===== src/hdl/sms_pkg.sv =====
// Package for the stepper move sequencer: field widths, fixed-point constants,
// coil phase tables and the result word type. No dependencies.
package sms_pkg;

	localparam int DegW   = 12;
	localparam int CoilW  = 4;
	localparam int StepsW = 14;
	localparam int AngleW = 19;
	localparam int MarkW  = 20;
	localparam int FracW  = 7;

	// Opcodes of the command word.
	localparam logic OpTick  = 1'b0;
	localparam logic OpStart = 1'b1;

	// Angle grows per step by 90/128 degree (full) or 45/128 degree (half).
	localparam logic [AngleW-1:0] DeltaFull = AngleW'(90);
	localparam logic [AngleW-1:0] DeltaHalf = AngleW'(45);
	// Fifteen degrees in fixed point with seven fraction bits.
	localparam logic [MarkW-1:0]  MarkerStep = MarkW'(1920);

	// Step count is floor(512*m*deg/360) = floor((64*m*deg)/45).
	// The quotient by 45 is taken as a product with ceil(2^26/45); this is exact
	// for every dividend below 2^26/41, well above the largest, 4095*128.
	localparam int DivShift = 26;
	localparam int DivW     = 20;
	localparam int RecipW   = 21;
	localparam logic [RecipW-1:0] DivRecip = RecipW'(1491309);

	typedef struct packed {
		logic [CoilW-1:0] coil_pattern;
		logic             coil_valid;
		logic             report_valid;
		logic [DegW-1:0]  angle_report;
		logic             move_done;
	} sms_result_t;

	function automatic logic [CoilW-1:0] full_coil(input logic [1:0] idx);
		logic [CoilW-1:0] c;
		case (idx)
			2'd0:    c = 4'd1;
			2'd1:    c = 4'd2;
			2'd2:    c = 4'd4;
			default: c = 4'd8;
		endcase
		return c;
	endfunction

	function automatic logic [CoilW-1:0] half_coil(input logic [2:0] idx);
		logic [CoilW-1:0] c;
		case (idx)
			3'd0:    c = 4'd1;
			3'd1:    c = 4'd3;
			3'd2:    c = 4'd2;
			3'd3:    c = 4'd6;
			3'd4:    c = 4'd4;
			3'd5:    c = 4'd12;
			3'd6:    c = 4'd8;
			default: c = 4'd9;
		endcase
		return c;
	endfunction

endpackage


===== src/hdl/sms_if.sv =====
// Handshake channel interfaces for the stepper move sequencer: command words in,
// result words out. Depends on sms_pkg for field widths.
interface sms_cmd_if;
	logic                     valid;
	logic                     ready;
	logic                     opcode;
	logic [sms_pkg::DegW-1:0] degrees;
	logic                     direction_ccw;
	logic                     half_step;

	modport source (output valid, opcode, degrees, direction_ccw, half_step, input ready);
	modport sink   (input valid, opcode, degrees, direction_ccw, half_step, output ready);
endinterface

interface sms_res_if;
	logic                      valid;
	logic                      ready;
	logic [sms_pkg::CoilW-1:0] coil_pattern;
	logic                      coil_valid;
	logic                      report_valid;
	logic [sms_pkg::DegW-1:0]  angle_report;
	logic                      move_done;

	modport source (output valid, coil_pattern, coil_valid, report_valid, angle_report,
		move_done, input ready);
	modport sink   (input valid, coil_pattern, coil_valid, report_valid, angle_report,
		move_done, output ready);
endinterface


===== src/hdl/stepper_move_sequencer_core.sv =====
// Top level of the stepper move sequencer: move state, phase sequencing and a
// four-word result queue. Depends on sms_pkg and the channel interfaces in sms_if.sv.

// The block takes one command word per clock cycle while its command side is ready
// and works it out in that same cycle: a start word loads the move, a tick word
// advances one coil phase and yields one result word, or two when a move closes
// short of the requested angle (the coil word, then a report-only word carrying the
// requested degrees). Result words leave through a four-word queue at one word per
// cycle while the sink is ready; the command side is ready whenever the queue holds
// two words or fewer, so with a free-running sink a command word is accepted every
// cycle, and each result word is registered in the queue before it reaches the
// output. The rate is set by the queue's single read port. Start words while a move
// runs and tick words while idle are dropped without a result; a start with zero
// degrees leaves the block idle with no result. The step count is formed with one
// 20 by 21 bit multiplication, combinationally in the accepting cycle.
module stepper_move_sequencer_core (
	input  logic             clk,
	input  logic             arst_n,
	sms_cmd_if.sink          cmd,
	sms_res_if.source        res
);
	import sms_pkg::*;

	localparam int QDepth = 4;
	localparam int QCntW  = $clog2(QDepth + 1);
	localparam int QIdxW  = $clog2(QDepth);

	// Move state.
	logic              busy_q;
	logic [StepsW-1:0] steps_left_q;
	logic [2:0]        phase_q;
	logic [AngleW-1:0] angle_q;
	logic [MarkW-1:0]  marker_q;
	logic [DegW-1:0]   target_q;
	logic              half_q;
	logic              reverse_q;

	// Result queue: entry zero is the head, the rest shift down on each pop.
	sms_result_t       queue_q [QDepth];
	logic [QCntW-1:0]  count_q;

	logic              accept;
	logic              is_tick;
	logic              is_start;

	// Phase and angle arithmetic for a tick.
	logic [2:0]        mask;
	logic [2:0]        p;
	logic [2:0]        idx;
	logic [CoilW-1:0]  coil;
	logic              step_end;
	logic [AngleW-1:0] angle_nx;
	logic [StepsW-1:0] steps_nx;
	logic              hit;
	logic              last;
	logic              short_move;

	// Step count for a start.
	logic [DivW-1:0]          dividend;
	logic [DivW+RecipW-1:0]   product;
	logic [StepsW-1:0]        steps_load;

	sms_result_t       r0;
	sms_result_t       r1;
	logic [1:0]        push_n;
	logic              pop;
	logic [QCntW-1:0]  base;

	assign cmd.ready = (count_q <= QCntW'(QDepth - 2));
	assign accept    = cmd.valid && cmd.ready;
	assign is_start  = accept && (cmd.opcode == OpStart) && !busy_q;
	assign is_tick   = accept && (cmd.opcode == OpTick) && busy_q;

	always_comb begin
		mask       = half_q ? 3'd7 : 3'd3;
		p          = phase_q & mask;
		// Counter-clockwise walks the table as (N - phase) mod N.
		idx        = reverse_q ? ((3'd0 - p) & mask) : p;
		coil       = half_q ? half_coil(idx) : full_coil(idx[1:0]);
		step_end   = (p == mask);
		angle_nx   = angle_q + (half_q ? DeltaHalf : DeltaFull);
		steps_nx   = steps_left_q - StepsW'(1);
		hit        = ({1'b0, angle_nx} >= marker_q);
		last       = step_end && (steps_nx == '0);
		short_move = (angle_nx < {target_q, FracW'(0)});
	end

	always_comb begin
		dividend   = cmd.half_step ? {1'b0, cmd.degrees, 7'd0} : {2'b0, cmd.degrees, 6'd0};
		product    = dividend * DivRecip;
		steps_load = product[DivShift +: StepsW];
	end

	// Result words of a tick.
	always_comb begin
		r0.coil_pattern = coil;
		r0.coil_valid   = 1'b1;
		r0.report_valid = step_end && hit;
		r0.angle_report = (step_end && hit) ? angle_nx[FracW +: DegW] : '0;
		r0.move_done    = last && !short_move;

		r1.coil_pattern = '0;
		r1.coil_valid   = 1'b0;
		r1.report_valid = 1'b1;
		r1.angle_report = target_q;
		r1.move_done    = 1'b1;

		if (!is_tick) begin
			push_n = 2'd0;
		end else if (last && short_move) begin
			push_n = 2'd2;
		end else begin
			push_n = 2'd1;
		end
	end

	always_ff @(posedge clk or negedge arst_n) begin
		if (!arst_n) begin
			busy_q       <= 1'b0;
			steps_left_q <= '0;
			phase_q      <= '0;
			angle_q      <= '0;
			marker_q     <= MarkerStep;
			target_q     <= '0;
			half_q       <= 1'b0;
			reverse_q    <= 1'b0;
		end else if (is_start) begin
			reverse_q    <= cmd.direction_ccw;
			half_q       <= cmd.half_step;
			target_q     <= cmd.degrees;
			steps_left_q <= steps_load;
			phase_q      <= '0;
			angle_q      <= '0;
			marker_q     <= MarkerStep;
			busy_q       <= (steps_load != '0);
		end else if (is_tick) begin
			if (step_end) begin
				phase_q      <= '0;
				steps_left_q <= steps_nx;
				angle_q      <= angle_nx;
				if (hit) begin
					marker_q <= marker_q + MarkerStep;
				end
				if (steps_nx == '0) begin
					busy_q <= 1'b0;
				end
			end else begin
				phase_q <= p + 3'd1;
			end
		end
	end

	// Output queue.
	assign pop  = (count_q != '0) && res.ready;
	assign base = count_q - QCntW'(pop);

	always_ff @(posedge clk or negedge arst_n) begin
		if (!arst_n) begin
			count_q <= '0;
		end else begin
			count_q <= base + QCntW'(push_n);
		end
	end

	always_ff @(posedge clk) begin
		for (int i = 0; i < QDepth; i++) begin
			if (QCntW'(i) < base) begin
				if (pop) begin
					queue_q[i] <= queue_q[(i + 1) % QDepth];
				end
			end else if ((QCntW'(i) == base) && (push_n != 2'd0)) begin
				queue_q[i] <= r0;
			end else if ((QCntW'(i) == base + QCntW'(1)) && (push_n == 2'd2)) begin
				queue_q[i] <= r1;
			end
		end
	end

	assign res.valid        = (count_q != '0);
	assign res.coil_pattern = queue_q[QIdxW'(0)].coil_pattern;
	assign res.coil_valid   = queue_q[QIdxW'(0)].coil_valid;
	assign res.report_valid = queue_q[QIdxW'(0)].report_valid;
	assign res.angle_report = queue_q[QIdxW'(0)].angle_report;
	assign res.move_done    = queue_q[QIdxW'(0)].move_done;

endmodule


===== src/flat_wrapper.sv =====
// flat-port wrapper written by rule: the top's interface ports become plain ports
module stepper_move_sequencer_core_flat import sms_pkg::*;
  (clk, arst_n, cmd_valid, cmd_opcode, cmd_degrees, cmd_direction_ccw, cmd_half_step, cmd_ready, res_valid, res_coil_pattern, res_coil_valid, res_report_valid, res_angle_report, res_move_done, res_ready);
  sms_cmd_if cmd_i ();
  sms_res_if res_i ();
  input  logic clk;
  input  logic arst_n;
  input wire logic [$bits(cmd_i.valid)-1:0] cmd_valid;
  input wire logic [$bits(cmd_i.opcode)-1:0] cmd_opcode;
  input wire logic [$bits(cmd_i.degrees)-1:0] cmd_degrees;
  input wire logic [$bits(cmd_i.direction_ccw)-1:0] cmd_direction_ccw;
  input wire logic [$bits(cmd_i.half_step)-1:0] cmd_half_step;
  output wire logic [$bits(cmd_i.ready)-1:0] cmd_ready;
  output wire logic [$bits(res_i.valid)-1:0] res_valid;
  output wire logic [$bits(res_i.coil_pattern)-1:0] res_coil_pattern;
  output wire logic [$bits(res_i.coil_valid)-1:0] res_coil_valid;
  output wire logic [$bits(res_i.report_valid)-1:0] res_report_valid;
  output wire logic [$bits(res_i.angle_report)-1:0] res_angle_report;
  output wire logic [$bits(res_i.move_done)-1:0] res_move_done;
  input wire logic [$bits(res_i.ready)-1:0] res_ready;
  assign cmd_i.valid = cmd_valid;
  assign cmd_i.opcode = cmd_opcode;
  assign cmd_i.degrees = cmd_degrees;
  assign cmd_i.direction_ccw = cmd_direction_ccw;
  assign cmd_i.half_step = cmd_half_step;
  assign cmd_ready = cmd_i.ready;
  assign res_valid = res_i.valid;
  assign res_coil_pattern = res_i.coil_pattern;
  assign res_coil_valid = res_i.coil_valid;
  assign res_report_valid = res_i.report_valid;
  assign res_angle_report = res_i.angle_report;
  assign res_move_done = res_i.move_done;
  assign res_i.ready = res_ready;
  stepper_move_sequencer_core u_core (.clk(clk), .arst_n(arst_n), .cmd(cmd_i), .res(res_i));
endmodule

===== config.mk =====
export PLATFORM = sky130hd
export DESIGN_NAME = stepper_move_sequencer_core_flat
export DESIGN_NICKNAME = d
export VERILOG_FILES = /design/src/hdl/sms_pkg.sv /design/src/hdl/sms_if.sv /design/src/hdl/stepper_move_sequencer_core.sv /design/src/flat_wrapper.sv
export SDC_FILE = /design/constraint.sdc
export NUM_CORES = 1
export LEC_CHECK = 0
export ABC_CLOCK_PERIOD_IN_PS = 4860
export BUFFER_PORTS_ARGS = -buffer_cell sky130_fd_sc_hd__buf_4
export CAP_MARGIN = 20
export CORE_UTILIZATION = 27
export DETAILED_ROUTE_END_ITERATION = 10
export PLACE_DENSITY_LB_ADDON = 0.3
export REMOVE_ABC_BUFFERS = 1
export SETUP_SLACK_MARGIN = 0.4
export SKIP_CTS_REPAIR_TIMING = 1
export SYNTH_ARGS = -nofsm -noshare
export SYNTH_HDL_FRONTEND = slang
export SYNTH_SLANG_ARGS = --single-unit
export TNS_END_PERCENT = 20

===== constraint.sdc =====
create_clock -name clk -period 4.86 [get_ports clk]
set_input_delay 0.972 -clock clk [delete_from_list [all_inputs] [get_ports clk]]
set_output_delay 0.972 -clock clk [all_outputs]
set_load 0.01 [all_outputs]

==> results.json <==
{
  "clock.fmax_mhz": 158.1,
  "critical_path_required_ns": 5.16,
  "ys_ff_latch": 143,
  "core-area_um2": 45580,
  "tightest_slew_ns": 0.9231,
  "crit_path_end_kind": "flop",
  "timing.final.ws_setup_ns": -1.467,
  "synth.top_cells.by_area": "edfxtp_1 18%, ha_1 16%, dfrtp_1 13%",
  "grt_max_degree": 68,
  "fin_crit_sh": 1.302,
  "slew_headroom": 0.3846,
  "clkTransAtPathRegs_ns": 0.06,
  "postSynthCellCount": 1314,
  "place_hpwl_um": 28050,
  "vias": 10570,
  "hold-path-cell-count": 1,
  "portBuffers": 39,
  "critPathMaxStageDelay_ns": 0.53,
  "grt_pass1_wl_um": 56010,
  "first_global_vias": 10450,
  "grt_overflow": 0,
  "clock-root-buffer": "clkbuf_16",
  "worstSkewPairLatency_ns": 0.43,
  "skew_ns": 0.01482,
  "ys_types": 72,
  "critPathMaxFanout": 7,
  "io_pins": 40,
  "synth_edf_count": 76,
  "min_to": "u_core.queue_q[0][14]",
  "drive_gt1_frac": 0.3497,
  "cp.arrival_ns": 6.62,
  "rr_worst_depth": 23,
  "die_w_um": 217.5,
  "irDropWorstVdd_mv": 0.6977,
  "critPathLaunchType": "input port",
  "p_leak_nw": 8.124,
  "clkSinkCount": 143,
  "synthToLayoutAreaGrowth_pct": 40.44,
  "hold_violations": 0,
  "initial_utilization": 0.2752,
  "period_minus_slack_ns": 6.327,
  "worstSetupPathType": "input port to flop",
  "avgSynthCellArea_um2": 9.544,
  "violations": "negative setup slack",
  "critPathSlowestCell": "fa_2",
  "routed_via_density": 4.784,
  "synth_area_leader_cell": "edfxtp_1",
  "status": "finished with violations",
  "cts_tree": "yes",
  "r2r_setup_slack_ns": 0.08,
  "synthArstFlopShare": 0.4685,
  "hold_path.class": "flop to flop",
  "grt_setup_unrepaired": "true",
  "clk_path_buf_depth": 2,
  "worstReg2RegStart": "u_core.half_q",
  "die_area_um2": 47310,
  "netlist_area_um2": 12540,
  "setup_viol": 15,
  "final_util": 0.3864,
  "drc": 0,
  "holdWs_ns": 0.5033,
  "die_y_um": 217.5,
  "final_antenna_net_count": 0,
  "diodes": 0,
  "wl_per_cell_um": 16.61,
  "dr.pass1.iters": 5,
  "first_iter_violations": 547,
  "place_congestion": 0.8943,
  "synth-seq-area-share": 0.3161,
  "track_usage": 0.1486,
  "drv_cap": 0,
  "drt-total-wl_um": 36710,
  "yosys-top-cells-count": "163 x inv_1, 158 x ha_1, 149 x nand2_1",
  "path_cells": "buf_16 -> mux2_4 -> ha_4 -> inv_2 -> fa_2 -> inv_2 -> fa_1 -> inv_1 -> fa_1 -> inv_1 -> fa_1 -> ha_4 -> ha_4 -> nand4b_1 -> buf_4 -> or3_4 -> or3_4 -> a32oi_4 -> buf_6 -> xnor2_4 -> o2111ai_1 -> nor2_1 -> nand4b_1 -> o41a_1",
  "synth.most_common_cell": "inv_1",
  "fin_nets": 1838,
  "h-tree-depth": 4,
  "n_fill_cell": 4394,
  "hp-start": "u_core.queue_q[0][33]",
  "synth_ff_type": "edfxtp_1",
  "synth_top_area_frac": 0.1820,
  "r2r-end": "u_core.queue_q[1][3]",
  "total_power_mw": 14.02,
  "numCtsBuffers": 17,
  "slew_violations": 0,
  "rows": 78,
  "cellPowerDensity_nw_per_um2": 795.9,
  "antenna_found_initial": 0,
  "synth_warnings": 0
}
## worst max-delay path, delay by kind of cell
| kind | cells | cell delay (ns) |
|---|---|---|
| and+or+nand+nor | 5 | 1.11 |
| muxes | 1 | 0.32 |
| adders and majority gates | 7 | 2.75 |
| buffers and inverters | 7 | 0.62 |
| xor gates and xnor gates | 1 | 0.11 |
| AOI/OAI and AO/OA | 3 | 0.73 |
## worst max-delay path by stage
stage	startpoint	endpoint	slack, ns	depth (start not counted)
after detailed placement	cmd_half_step	u_core.busy_q	-2.29	21
after global routing	cmd_half_step	u_core.busy_q	-1.61	24
after global placement	cmd_half_step	u_core.busy_q	-2.17	21
final	cmd_half_step	u_core.busy_q	-1.47	24
after floorplan	cmd_half_step	u_core.busy_q	-1.71	21
after CTS	cmd_half_step	u_core.busy_q	-1.86	22
## layout make-up
class                   count  area, um^2  share of cell area
clock buffers              17       425.4             0.02415
clock inverters            15       173.9            0.009875
inverters                 163       611.8             0.03474
multi-input cells         951        9036              0.5131
flip-flops and latches    143        3964              0.2251
well taps                 600       750.7             0.04263
repair buffers            321        2650              0.1505
## per-stage QoR
stage / instance area, um^2 / instances / worst slack, ns / setup TNS (ns)
after floorplan: 12250 / 1257 / -1.706 / -56.10
after global placement: 15240 / 2146 / -2.174 / -56.08
after detailed placement: 15240 / 2146 / -2.286 / -56.07
after CTS: 15840 / 2178 / -1.858 / -55.62
after global routing: 17610 / 2210 / -1.608 / -17.61
final: 17610 / 2210 / -1.467 / -14.86
## state kept, by name, indices dropped and copies added, names as in the netlist
register / flops
u_core.steps_left_q: 14
u_core.angle_q: 19
u_core.half_q: 1
u_core.count_q: 3
u_core.marker_q: 13
u_core.phase_q: 3
u_core.target_q: 12
u_core.reverse_q: 1
u_core.queue_q: 76
u_core.busy_q: 1
## power breakdown
part / internal, mW / switching [mW] / total [mW] / leakage (nW)
logic: 5.23 / 5.15 / 10.4 / 6.26
clock network: 0.775 / 0.578 / 1.35 / 0.289
registers: 1.93 / 0.358 / 2.29 / 1.57
total: 7.94 / 6.08 / 14.0 / 8.12
## cells by family after synthesis
family                   share of synthesized area
AO/OA/AOI/OAI                               0.1371
AND/OR/NAND/NOR                             0.1373
flip-flops                                  0.3161
adder cells (fa/ha/maj)                     0.2598
buffers and inverters                      0.07223
XOR/XNOR                                   0.04120
multiplexers                               0.03632
## cells in the final DEF (no fill, tap or decap), types with 11 or more instances in the layout
| cell type | synthesis | routed |
|---|---|---|
| nand4_1 | 13 | 13 |
| inv_1 | 163 | 152 |
| xor2_1 | 22 | 15 |
| edfxtp_1 | 76 | 76 |
| a21o_1 | 16 | 16 |
| ha_4 | 0 | 39 |
| a221o_1 | 14 | 13 |
| nor3_1 | 18 | 15 |
| nand2_1 | 149 | 139 |
| mux2_4 | 6 | 22 |
| o21a_1 | 12 | 11 |
| buf_4 | 16 | 282 |
| nand3_1 | 29 | 25 |
| ha_1 | 158 | 114 |
| a21oi_2 | 0 | 11 |
| o21ai_0 | 99 | 78 |
| dfrtp_1 | 63 | 63 |
| xnor2_1 | 37 | 28 |
| fa_1 | 64 | 57 |
| buf_6 | 2 | 28 |
| inv_2 | 0 | 11 |
| mux2i_1 | 14 | 11 |
| nor2_1 | 78 | 69 |
| a21oi_1 | 51 | 35 |
| o21ai_1 | 3 | 15 |
| clkbuf_16 | 0 | 18 |
## per-layer routing
layer  part of all wire  global-route usage  vias up  wire (um)
met1               0.47              0.2022     5197      17070
met5                  0                   0        -          0
li1                   -                   -     5140          -
met2               0.49              0.2522      200      18080
met3              0.029             0.01715       36       1065
met4              0.013             0.03005        0        495
Power figures use the tool's default switching activity.
